## src/hdl/mavg_pkg.sv

```systemverilog
// shared types and constants for the moving average block
`timescale 1ns / 1ps

package mavg_pkg;

   localparam int SAMPLE_W = 16;

   typedef logic signed [SAMPLE_W-1:0] sample_type;

   typedef enum logic [1:0] {
      ST_IDLE,
      ST_START,
      ST_DIV
   } state_type;

   // divider status seen by the control logic
   typedef struct packed {
      logic busy;
      logic done;
   } div_status_type;

endpackage

```

## src/hdl/mavg_cell.sv

```systemverilog
// one sample cell of the shift chain
`timescale 1ns / 1ps

module mavg_cell (
   input  logic                 clock,
   input  logic                 reset,
   input  logic                 shift,
   input  mavg_pkg::sample_type d,
   output mavg_pkg::sample_type q
);

   mavg_pkg::sample_type sample_ff;
   mavg_pkg::sample_type sample_in;

   assign sample_in = shift ? d : sample_ff;

   always_ff @(posedge clock) begin
      if (reset) begin
         sample_ff <= '0;
      end else begin
         sample_ff <= sample_in;
      end
   end

   assign q = sample_ff;

endmodule

```

## src/hdl/mavg_div.sv

```systemverilog
// iterative signed-by-unsigned divider, one quotient bit per cycle
`timescale 1ns / 1ps

module mavg_div #(
   parameter int SUM_W = 19,
   parameter int CNT_W = 3
) (
   input  logic                          clock,
   input  logic                          reset,
   input  logic                          start,
   input  logic signed [SUM_W-1:0]       dividend,
   input  logic [CNT_W-1:0]              divisor,
   output mavg_pkg::sample_type          quotient,
   output mavg_pkg::div_status_type      status
);

   localparam int REM_W  = CNT_W + 1;
   localparam int STEP_W = $clog2(SUM_W + 1);

   logic [SUM_W-1:0]  mag_ff,  mag_in;
   logic [REM_W-1:0]  rem_ff,  rem_in;
   logic [CNT_W-1:0]  den_ff,  den_in;
   logic              neg_ff,  neg_in;
   logic [STEP_W-1:0] step_ff, step_in;
   logic              busy_ff, busy_in;
   logic              done_ff, done_in;

   logic [REM_W-1:0]  rem_shift;
   logic [REM_W:0]    diff;
   logic              fits;
   logic [SUM_W-1:0]  signed_q;

   assign rem_shift = {rem_ff[REM_W-2:0], mag_ff[SUM_W-1]};
   assign diff      = {1'b0, rem_shift} - (REM_W + 1)'(den_ff);
   assign fits      = !diff[REM_W];

   always_comb begin
      mag_in  = mag_ff;
      rem_in  = rem_ff;
      den_in  = den_ff;
      neg_in  = neg_ff;
      step_in = step_ff;
      busy_in = busy_ff;
      done_in = done_ff;
      if (start) begin
         mag_in  = dividend[SUM_W-1] ? SUM_W'(-dividend) : SUM_W'(dividend);
         rem_in  = '0;
         den_in  = divisor;
         neg_in  = dividend[SUM_W-1];
         step_in = STEP_W'(SUM_W);
         busy_in = 1'b1;
         done_in = 1'b0;
      end else if (busy_ff) begin
         mag_in  = {mag_ff[SUM_W-2:0], fits};
         rem_in  = fits ? diff[REM_W-1:0] : rem_shift;
         step_in = step_ff - STEP_W'(1);
         if (step_ff == STEP_W'(1)) begin
            busy_in = 1'b0;
            done_in = 1'b1;
         end
      end
   end

   always_ff @(posedge clock) begin
      if (reset) begin
         step_ff <= '0;
         busy_ff <= 1'b0;
         done_ff <= 1'b0;
      end else begin
         step_ff <= step_in;
         busy_ff <= busy_in;
         done_ff <= done_in;
      end
   end

   always_ff @(posedge clock) begin
      mag_ff <= mag_in;
      rem_ff <= rem_in;
      den_ff <= den_in;
      neg_ff <= neg_in;
   end

   // truncation toward zero: divide magnitudes, then restore the sign
   assign signed_q    = neg_ff ? (~mag_ff + SUM_W'(1)) : mag_ff;
   assign quotient    = signed_q[mavg_pkg::SAMPLE_W-1:0];
   assign status.busy = busy_ff;
   assign status.done = done_ff;

endmodule

```

## src/hdl/moving_average_warmup_top.sv

```systemverilog
// moving average over the last WINDOW samples with warm-up divisor
`timescale 1ns / 1ps
//
// Input channel req_valid/req_ready/req_sample carries one signed 16-bit
// sample per transfer; result channel rsp_valid/rsp_ready/rsp_average
// returns one signed 16-bit average per sample, in order.
// The samples sit in a chain of WINDOW cells; each transfer shifts the new
// sample in and the oldest one out, and the running sum is updated by
// adding the new and subtracting the oldest. The average is the sum divided
// by the number of samples seen (saturating at WINDOW), truncated toward
// zero, computed by a restoring divider that makes one quotient bit per
// cycle. One sample is in flight at a time, so a new sample can be taken
// in the cycle after the previous result is loaded into the output register.
// A result waiting on a stalled receiver stays in the output register and
// the next sample may still be taken; its result waits in the divider until
// the output register is free.
// Reset clears the cells, the sum, the fill count and both channels.
//
module moving_average_warmup_top #(
   parameter int WINDOW = 5
) (
   input  logic                 clock,
   input  logic                 reset,
   input  logic                 req_valid,
   output logic                 req_ready,
   input  logic signed [15:0]   req_sample,
   output logic                 rsp_valid,
   input  logic                 rsp_ready,
   output logic signed [15:0]   rsp_average
);

   localparam int SUM_W = mavg_pkg::SAMPLE_W + $clog2(WINDOW);
   localparam int CNT_W = $clog2(WINDOW + 1);

   mavg_pkg::state_type state_ff, state_in;

   logic signed [SUM_W-1:0] sum_ff, sum_in;
   logic [CNT_W-1:0]        count_ff, count_in;
   logic                    rsp_valid_ff, rsp_valid_in;
   mavg_pkg::sample_type    rsp_average_ff, rsp_average_in;

   mavg_pkg::sample_type    ring_q [WINDOW];
   mavg_pkg::sample_type    div_q;
   mavg_pkg::div_status_type div_stat;
   logic                    accept;
   logic                    div_start;
   logic                    rsp_load;

   assign accept = req_valid && req_ready;

   // sample chain, oldest sample in the last cell
   for (genvar i = 0; i < WINDOW; i++) begin : g_cell
      if (i == 0) begin : g_head
         mavg_cell u_cell (
            .clock (clock),
            .reset (reset),
            .shift (accept),
            .d     (req_sample),
            .q     (ring_q[i])
         );
      end else begin : g_body
         mavg_cell u_cell (
            .clock (clock),
            .reset (reset),
            .shift (accept),
            .d     (ring_q[i-1]),
            .q     (ring_q[i])
         );
      end
   end

   always_comb begin
      sum_in   = sum_ff;
      count_in = count_ff;
      if (accept) begin
         sum_in = sum_ff + SUM_W'(req_sample) - SUM_W'(ring_q[WINDOW-1]);
         if (count_ff != CNT_W'(WINDOW)) begin
            count_in = count_ff + CNT_W'(1);
         end
      end
   end

   mavg_div #(
      .SUM_W (SUM_W),
      .CNT_W (CNT_W)
   ) u_div (
      .clock    (clock),
      .reset    (reset),
      .start    (div_start),
      .dividend (sum_ff),
      .divisor  (count_ff),
      .quotient (div_q),
      .status   (div_stat)
   );

   always_comb begin
      state_in       = state_ff;
      req_ready      = 1'b0;
      div_start      = 1'b0;
      rsp_load       = 1'b0;
      rsp_valid_in   = rsp_valid_ff && !rsp_ready;
      rsp_average_in = rsp_average_ff;
      unique case (state_ff)
         mavg_pkg::ST_IDLE: begin
            req_ready = 1'b1;
            if (req_valid) begin
               state_in = mavg_pkg::ST_START;
            end
         end
         mavg_pkg::ST_START: begin
            div_start = 1'b1;
            state_in  = mavg_pkg::ST_DIV;
         end
         mavg_pkg::ST_DIV: begin
            if (div_stat.done && (!rsp_valid_ff || rsp_ready)) begin
               rsp_load       = 1'b1;
               rsp_valid_in   = 1'b1;
               rsp_average_in = div_q;
               state_in       = mavg_pkg::ST_IDLE;
            end
         end
         default: begin
            state_in = mavg_pkg::ST_IDLE;
         end
      endcase
   end

   always_ff @(posedge clock) begin
      if (reset) begin
         state_ff     <= mavg_pkg::ST_IDLE;
         sum_ff       <= '0;
         count_ff     <= '0;
         rsp_valid_ff <= 1'b0;
      end else begin
         state_ff     <= state_in;
         sum_ff       <= sum_in;
         count_ff     <= count_in;
         rsp_valid_ff <= rsp_valid_in;
      end
   end

   always_ff @(posedge clock) begin
      rsp_average_ff <= rsp_average_in;
   end

   assign rsp_valid   = rsp_valid_ff;
   assign rsp_average = rsp_average_ff;

   a_one_in_flight: assert property (@(posedge clock) disable iff (reset)
      accept |=> !req_ready)
      else $error("sample taken while previous one still in flight");

   a_count_bound: assert property (@(posedge clock) disable iff (reset)
      count_ff <= CNT_W'(WINDOW))
      else $error("fill count beyond window");

   a_start_idle_div: assert property (@(posedge clock) disable iff (reset)
      div_start |-> !div_stat.busy)
      else $error("divider restarted while busy");

   a_load_after_div: assert property (@(posedge clock) disable iff (reset)
      rsp_load |-> (div_stat.done && !div_stat.busy))
      else $error("result loaded before division finished");

endmodule
```

## config.mk

```make
export PLATFORM = sky130hd
export DESIGN_NAME = moving_average_warmup_top
export DESIGN_NICKNAME = d
export VERILOG_FILES = /design/src/hdl/mavg_pkg.sv /design/src/hdl/mavg_cell.sv /design/src/hdl/mavg_div.sv /design/src/hdl/moving_average_warmup_top.sv
export SDC_FILE = /design/constraint.sdc
export NUM_CORES = 1
export LEC_CHECK = 0
export BUFFER_PORTS_ARGS = -buffer_cell sky130_fd_sc_hd__buf_4
export CORE_MARGIN = 2
export CORE_UTILIZATION = 60
export CTS_CLUSTER_SIZE = 24
export DETAILED_ROUTE_END_ITERATION = 10
export HOLD_SLACK_MARGIN = 0.05
export PLACE_DENSITY = 0.78
export REMOVE_ABC_BUFFERS = 1
export SLEW_MARGIN = 20
export SYNTH_ARGS = -nofsm -noshare
export SYNTH_HDL_FRONTEND = slang
export SYNTH_HIERARCHICAL = 1
export SYNTH_SLANG_ARGS = --single-unit
```

## constraint.sdc

```tcl
create_clock -name clock -period 3.45 [get_ports clock]
set_clock_uncertainty 0.05 [all_clocks]
set_input_delay 0.345 -clock clock [delete_from_list [all_inputs] [get_ports clock]]
set_output_delay 0.345 -clock clock [all_outputs]
set_load 0.02 [all_outputs]
```

# Word level (Yosys, flattened, before mapping)
# Index checks and enable logic that the tools add are counted.
# op_classes
bitwise,1
n_reduce_logical,14
n_div,0
n_eq_ne,6
n_mux,17
multipliers,0
n_addsub,7
magnitude_cmp,0
shift,0
# ops
operator,n
$mux W19,3
$add A19 B16 Y19,1
$neg A19 Y19,1
$sub A19 B16 Y19,1
$add A16 B1 Y16 const B,1
$mux W16,1
$not A16 Y16,1
$mux W5,2
$reduce_and A2 Y1,4
$mux W1,7
$pmux W2 S3,1
$eq A5 B1 Y1 const B,1
$sub A4 B3 Y5,1
$sub A5 B1 Y5 const B,1
$mux W2,2
$ne A2 B2 Y1 const B,2
$add A3 B1 Y3 const B,1
$logic_and A1 B1 Y1,3
$logic_not A1 Y1,3
$mux W3,1
$ne A3 B3 Y1 const B,1
$eq A2 B1 Y1 const B,1
$eq A2 B2 Y1 const B,1
$logic_not A2 Y1,1
3 further kinds,3
# totals
ram_bits,0
ff_bits,154
rom_bits,0
output_inout_bits,18
word_cells,63
n_memories,0
latchBits,0

# Depth between registers and ports, before layout
# Gate-level depths: netlist (run 1).
# depth
depth_word,5
ltp_mapped,12

# By module
# Netlist (run 1), hierarchy kept.
# modules_own_cells
mod,area_each_um2,cells_each,seq_area_each_um2,n_inst
moving_average_warmup_top,2964.1,331,980.9,1
mavg_cell,580.6,52,320.3,5
mavg_div,2163.3,232,890.9,1

# Worst setup path before layout (run 1)
# No wires, ideal clock.
# synth_timing
kind,register -> register
from,register sum_ff[4]
to,register sum_ff[16]
path_buffers,1
required_time_ps,3283
setup_ps,117
path_slack_ps,638
period_less_slack_ps,2812
arrival_time_ps,2646
stages_incl_launch_ff,13
path_cell_list,dfxtp_1 inv_1 fa_1 inv_1 ha_1 buf_6 a2111o_1 a31oi_2 o31ai_2 a41oi_2 o21ai_2 xnor2_1 a22o_1
# synth_via
elab_chain_len,2
# synth_rtl
item,line,source
"start, declared",moving_average_warmup_top.sv:37,"logic signed [SUM_W-1:0] sum_ff, sum_in;"
"start signal, assigned",moving_average_warmup_top.sv:136,sum_ff <= sum_in;
$add A19 B16 Y19,moving_average_warmup_top.sv:76,sum_in = sum_ff + SUM_W'(req_sample) - SUM_W'(ring_q[WINDOW-1]);
$sub A19 B16 Y19,moving_average_warmup_top.sv:76,
# Every way passes these cells.
# A chain may end at the register's enable or synchronous reset.

# Worst setup path in the final report (run 1)
# Ends and elaborated chain as after synthesis.

==> impl_metrics.tcl, run 1 <==
set metrics [dict create \
    fin_crit_sh_pct 88.29 \
    whs_ps 119.1 \
    drive_above_1_share_pct 10.81 \
    fin_setup_tns_ps 0 \
    r2r_start "sum_ff[4]$_SDFFE_PP0P_" \
    coreArea_um2 13140 \
    worst_pin_slew_ps 920.8 \
    synth_area_um2 8023 \
    reg2regPathDepth 11 \
    antenna_found_initial 0 \
    slew_violations 0 \
    drt_iter0_drc 483 \
    start_util_pct 61.07 \
    maxSlewHeadroom_pct 38.62 \
    dp_hpwl_mm 10.62 \
    antennaDiodeCount 0 \
    cts_tree "built" \
    die_area_um2 14310 \
    dp_slack_ps 439.4 \
    required_ps 3710 \
    cts_sinks 154 \
    start_kind "flip-flop" \
    ir_drop_mv 0.3361 \
    min_from "req_sample[7]" \
    boundaryPins 38 \
    max_stage_delay_ps 510 \
    vias_per_cell 5.596 \
    cp_cell_sequence "inv_1, fa_1, inv_1, ha_1, a2111o_1, a31oi_2, o31ai_2, a41oi_2, o21ai_2, xnor2_1, a22o_1" \
    fin_ws_ps 404.1 \
    antenna_left 0 \
    cp_slowest_cell "fa_1" \
    crit_path_end_kind "flip-flop" \
    hold_end "g_cell[0].g_head.u_cell/q[7]$_SDFFE_PP0P_" \
    cts_max_level 4 \
    postCtsSetupRepairBufs 0 \
    clock_latency_ps 420 \
    synthCells 822 \
    crit_fanout 7 \
    wire_per_inst_um 14.58 \
    post-route-util_pct 67.37 \
    finalSetupViolations 0 \
    place.gp.congestion 0.8713 \
    finalHoldViolations 0 \
    rrSetupSlack_ps 400 \
    drc 0 \
    clkTransAtPathRegs_ps 60 \
    avgSynthCellArea_um2 9.760 \
    yosysWarnings 6 \
    clock_path_buffers 2 \
    outcome "finished clean" \
    worst-setup-path-type "reg2reg" \
    port_buffers 37 \
    cpMostUsedCell "inv_1" \
    power.density_nw_per_um2 699.4 \
    max_freq_ghz 0.3283 \
    nets 905 \
    reg2reg_to "sum_ff[16]$_SDFFE_PP0P_" \
    ctsResizeCount 0 \
    vias 5747 \
    grt_pass1_vias 5556 \
    overflow 0 \
    routed_wirelength_mm 14.97 \
    die_h_um 119.6 \
    worstHoldPathType "in2reg" \
    p_leak_nw 3.659 \
    synthToLayoutAreaGrowth_pct 10.32 \
    grt_first_pass_wirelength_mm 25.42 \
    root_buffer "clkbuf_16" \
    hold_path_depth 3 \
    min_period_ps 3046 \
    drv_cap 0 \
    std_cell_rows 42 \
    die_w_um 119.6 \
    numCtsBuffers 17 \
    ctsHoldBuffers 0 \
    grt_use_total_pct 21.87 \
    grt_start_max_net_pins 74 \
    critical_path_arrival_ps 3310 \
    rsz0062_at_grt "false" \
    drt_first_pass_iters 6 \
]
-- power breakdown --
group          switching, mW  total, mW  internal [mW]  leakage [nW]
Combinational           1.20       2.07          0.872          2.08
Sequential             0.228       2.28           2.05          1.30
Clock                  0.727       1.84           1.11         0.287
-- flip-flops by register name (all words and copies together) (netlist names) --
| name | flops |
|---|---|
| u_div/mag_ff | 19 |
| g_cell.g_head.u_cell/q | 16 |
| count_ff | 3 |
| state_ff | 2 |
| u_div/step_ff | 5 |
| rsp_average | 16 |
| u_div/rem_ff | 3 |
| g_cell.g_body.u_cell/q | 64 |
| u_div/den_ff | 3 |
| u_div/done_ff | 1 |
| u_div/busy_ff | 1 |
| sum_ff | 19 |
| u_div/neg_ff | 1 |
| rsp_valid | 1 |
-- metal layers --
| metal | part of all wire [%] | track usage (%) | up-vias |
|---|---|---|---|
| met5 | 0 | 0 | - |
| met4 | 2.4 | 10.51 | 0 |
| met3 | 3.7 | 4.278 | 32 |
| met2 | 50 | 37.32 | 138 |
| met1 | 44 | 26.57 | 2733 |
| li1 | - | - | 2844 |
-- area by class of cell --
| type | count | area [µm²] |
|---|---|---|
| timing repair buffer | 42 | 327.8 |
| inverter | 86 | 325.3 |
| clock buffer | 23 | 509.2 |
| fill | 1009 | 4287 |
| tap | 176 | 220.2 |
| clock inverter | 9 | 85.08 |
| multi-input combinational | 537 | 3910 |
| sequential | 154 | 3473 |
-- how the worst max path moves through the flow --
stage / from / endpoint / cells past startpoint
2_1_floorplan: state_ff[1]$_SDFFE_PP0P_ / sum_ff[18]$_SDFFE_PP0P_ / 7
3_3_place_gp: sum_ff[4]$_SDFFE_PP0P_ / sum_ff[16]$_SDFFE_PP0P_ / 11
3_5_place_dp: sum_ff[4]$_SDFFE_PP0P_ / sum_ff[16]$_SDFFE_PP0P_ / 11
4_1_cts: sum_ff[4]$_SDFFE_PP0P_ / sum_ff[16]$_SDFFE_PP0P_ / 11
5_1_grt: sum_ff[4]$_SDFFE_PP0P_ / sum_ff[14]$_SDFFE_PP0P_ / 11
6_report: sum_ff[4]$_SDFFE_PP0P_ / sum_ff[16]$_SDFFE_PP0P_ / 11
-- stage by stage --
step           std cells  instance area (µm²)  total power [mW]
2_1_floorplan        777                 7704             3.882
3_3_place_gp         995                 8257             4.259
3_5_place_dp         995                 8257             4.349
4_1_cts             1027                 8851             6.190
5_1_grt             1027                 8851             6.567
6_report            1027                 8851             6.190
-- critical path, delay by kind of cell (launching register included) --
kind	cells	cell delay, ps
fa+ha+maj	2	900
buf+inv	2	160
compound gates	6	1280
flops	1	430
xor+xnor	1	130
-- placed cells by master (no fill, tap or decap), types with 18 or more instances in the layout --
cell type,instances
nor2_1,116
dfxtp_1,115
inv_1,84
mux2i_1,82
a21oi_1,52
nand2_1,42
buf_4,41
edfxtp_1,39
xnor2_1,29
ha_1,28
fa_1,19
clkbuf_16,18
(Power assumes the default switching activity.)
==> run 2: changes to the inputs <==
--- a/config.mk
+++ b/config.mk
@@ -16,5 +16,4 @@
 export SLEW_MARGIN = 20
 export SYNTH_ARGS = -nofsm -noshare
 export SYNTH_HDL_FRONTEND = slang
-export SYNTH_HIERARCHICAL = 1
 export SYNTH_SLANG_ARGS = --single-unit
==> run 2 against run 1 <==
Effect of this change:
- die area fell by 4.0%
- first-iteration DRC count down 41%
- global-route usage hardly changed
- via count increased by 0.33%
- cell count is 7.4% higher
- register-to-register slack worse by 170 ps
- clock power up 4%
- flip-flop and latch count did not move
- design area fell by 1.9%
- worst hold slack better by 4.6 ps
- sequential share of layout area is 0.76 points higher
- non-clock buffer count is 1 higher
- largest cell class unchanged
==> impl_metrics.tcl, run 2 <==
set metrics [dict create \
    numCtsBuffers 17 \
    fin_area_um2 8682 \
    clkTransAtPathRegs_ps 70 \
    die_h_um 117.2 \
    start_util_pct 61.18 \
    crit_fanout 4 \
    p_comb_share_pct 31.3 \
    coreArea_um2 12570 \
    synth_flop_cell "dfxtp_1" \
    slew_violations 0 \
    dp_hpwl_mm 9.308 \
    crit_start "sum_ff[1]$_SDFFE_PP0P_" \
    drv_cap 0 \
    synth-simple-area-share_pct 17.00 \
    pwr-share-clk_pct 32.0 \
    synth_top_area_share_pct 29.94 \
    ys_top_cells_by_count "224 x nand2_1, 121 x a21oi_1, 115 x dfxtp_1" \
    dr_wl_met2_mm 6.497 \
    p_leak_nw 3.411 \
    boundaryPins 38 \
    maxSlewHeadroom_pct 45.25 \
    ys_seq_elements 154 \
    placed_area_um2 8064 \
    std_cell_rows 41 \
    grt_start_max_net_pins 84 \
    layout_common_cells "223 x nand2_1, 121 x a21oi_1, 115 x dfxtp_1" \
    ctsResizeCount 0 \
    synth_largest_area_cell "dfxtp_1" \
    root_buffer "clkbuf_16" \
    drc 0 \
    finalHoldViolations 0 \
    antenna_left 0 \
    synth_area_um2 7690 \
    synth-edff-count 39 \
    met1_length_mm 6.530 \
    required_ps 3710 \
    wire_per_inst_um 12.57 \
    avgSynthCellArea_um2 8.497 \
    drt_first_pass_iters 7 \
    dp_slack_ps 167.7 \
    min_from "req_sample[6]" \
    highest_layer "met4" \
    synth_xor_area_share_pct 5.467 \
    die_area_um2 13740 \
    synthCells 905 \
    grt_pass1_vias 5313 \
    cts_sinks 154 \
    max_stage_delay_ps 500 \
    min_period_ps 3216 \
    fin_ws_ps 234.5 \
    synth.area.mux_share_pct 0.5532 \
    ctsHoldBuffers 0 \
    cts_max_level 4 \
    synthArstFlopShare_pct 0 \
    largest_reg_flops 64 \
    met3_length_um 556 \
    synthToLayoutAreaGrowth_pct 12.90 \
    power.density_nw_per_um2 690.0 \
    drt_iter0_drc 287 \
    cts_tree "built" \
    fin_setup_tns_ps 0 \
    clock_latency_ps 430 \
    nets 985 \
    rsz0062_at_grt "false" \
    r2r_start "sum_ff[1]$_SDFFE_PP0P_" \
    vias 5766 \
    postCtsSetupRepairBufs 0 \
    clock_path_buffers 2 \
    place.gp.congestion 0.8310 \
    start_kind "flip-flop" \
    finalSetupViolations 0 \
    worst-setup-path-type "reg2reg" \
    worstHoldPathType "in2reg" \
    grt_first_pass_wirelength_mm 23.82 \
    rrSetupSlack_ps 230 \
    fin_crit_sh_pct 93.20 \
    post-synth-top-count-cell "nand2_1" \
    die_w_um 117.2 \
    ys_seq_area_share_pct 45.17 \
    crit_path_end_kind "flip-flop" \
    max_freq_ghz 0.3110 \
    p_int_mw 3.987 \
    worst_pin_slew_ps 821.3 \
    critical_path_arrival_ps 3480 \
    layout_commonest_cell "nand2_1" \
    overflow 0 \
    synth_cell_types 58 \
    seqPwrFrac_pct 36.7 \
    p_sw_share_pct 33.45 \
    drive_above_1_share_pct 9.237 \
    synth_compound_area_share_pct 15.64 \
    antenna_found_initial 0 \
    routed_wirelength_mm 13.87 \
    ys_top_cells_by_area "dfxtp_1 30%, edfxtp_1 15%, nand2_1 11%" \
    vias_per_cell 5.228 \
    port_buffers 37 \
    outcome "finished clean" \
    cp_cell_sequence "inv_1, fa_1, inv_1, fa_1, a211oi_2, o21ai_1, a21oi_2, o21ai_1, a2111o_1, nand3_1, mux2_1" \
    net-switching-power_mw 2.004 \
    antennaDiodeCount 0 \
    synth_top_family_by_area "simple AND/OR/NAND/NOR gates" \
    yosysWarnings 0 \
    ir_drop_mv 0.3392 \
    synth_fa_ha_area_share_pct 9.502 \
    grt_use_total_pct 21.90 \
    cp_slowest_cell "fa_1" \
]
run 2: critical path, delay by kind of cell, from the launching register on:
family | cells | cell delay (ps)
buf+inv | 2 | 160
fa+ha+maj | 2 | 990
simple gates | 1 | 90
compound gates | 5 | 1140
mux | 1 | 310
flops | 1 | 360
run 2: logic make-up (layout without fill, tap and decap cells):
logic type	count (synthesis)	in the layout
DFF	154	154
muxes	4	4
xor gates and xnor gates	48	48
and+or+nand+nor	307	307
buffers and inverters	136	162
AOI/OAI and AO/OA	209	209
adders and majority gates	47	47
run 2: final timing paths:
| path | endpoint | depth (start not counted) |
|---|---|---|
| hold / removal | g_cell[0].g_head.u_cell.q[6]$_SDFFE_PP0P_ | 3 |
| setup reg to reg | sum_ff[18]$_SDFFE_PP0P_ | 11 |
| hold reg to reg | g_cell[3].g_body.u_cell.q[10]$_SDFFE_PP0P_ | 2 |
| setup / recovery | sum_ff[18]$_SDFFE_PP0P_ | 11 |
run 2: area by class of cell:
cell class	instances	area, µm²
multi-input combinational	615	3714
tap	172	215.2
fill	1020	3886
inverter	87	326.6
clock inverter	14	167.7
clock buffer	18	450.4
timing repair buffer	43	335.3
sequential	154	3473
run 2: layer usage:
layer  global-route usage, %  vias to the layer above
met5                       0                        -
met4                   8.549                        0
met3                   4.531                       23
met2                   36.17                      114
met1                   28.36                     2612
li1                        -                     3017
run 2: power groups by stage:
| stage | Combinational, mW | Sequential [mW] | Clock, mW |
|---|---|---|---|
| after floorplan | 1.46 | 2.19 | 0 |
| after global placement | 1.81 | 2.23 | 0 |
| after detailed placement | 1.85 | 2.23 | 0 |
| after CTS | 1.87 | 2.20 | 1.95 |
| after global routing | 2.12 | 2.22 | 2.02 |
| final | 1.88 | 2.20 | 1.92 |
run 2: metrics by stage:
step                      power [mW]  util (%)  std cells  hold slack, ps
after floorplan                3.657         -        856           364.1
after global placement         4.043     64.16       1071           387.9
after detailed placement       4.087     64.16       1071           392.3
after CTS                      6.016     69.08       1103           105.9
after global routing           6.357     69.08       1103           120.6
final                          5.990     69.08       1103           123.7
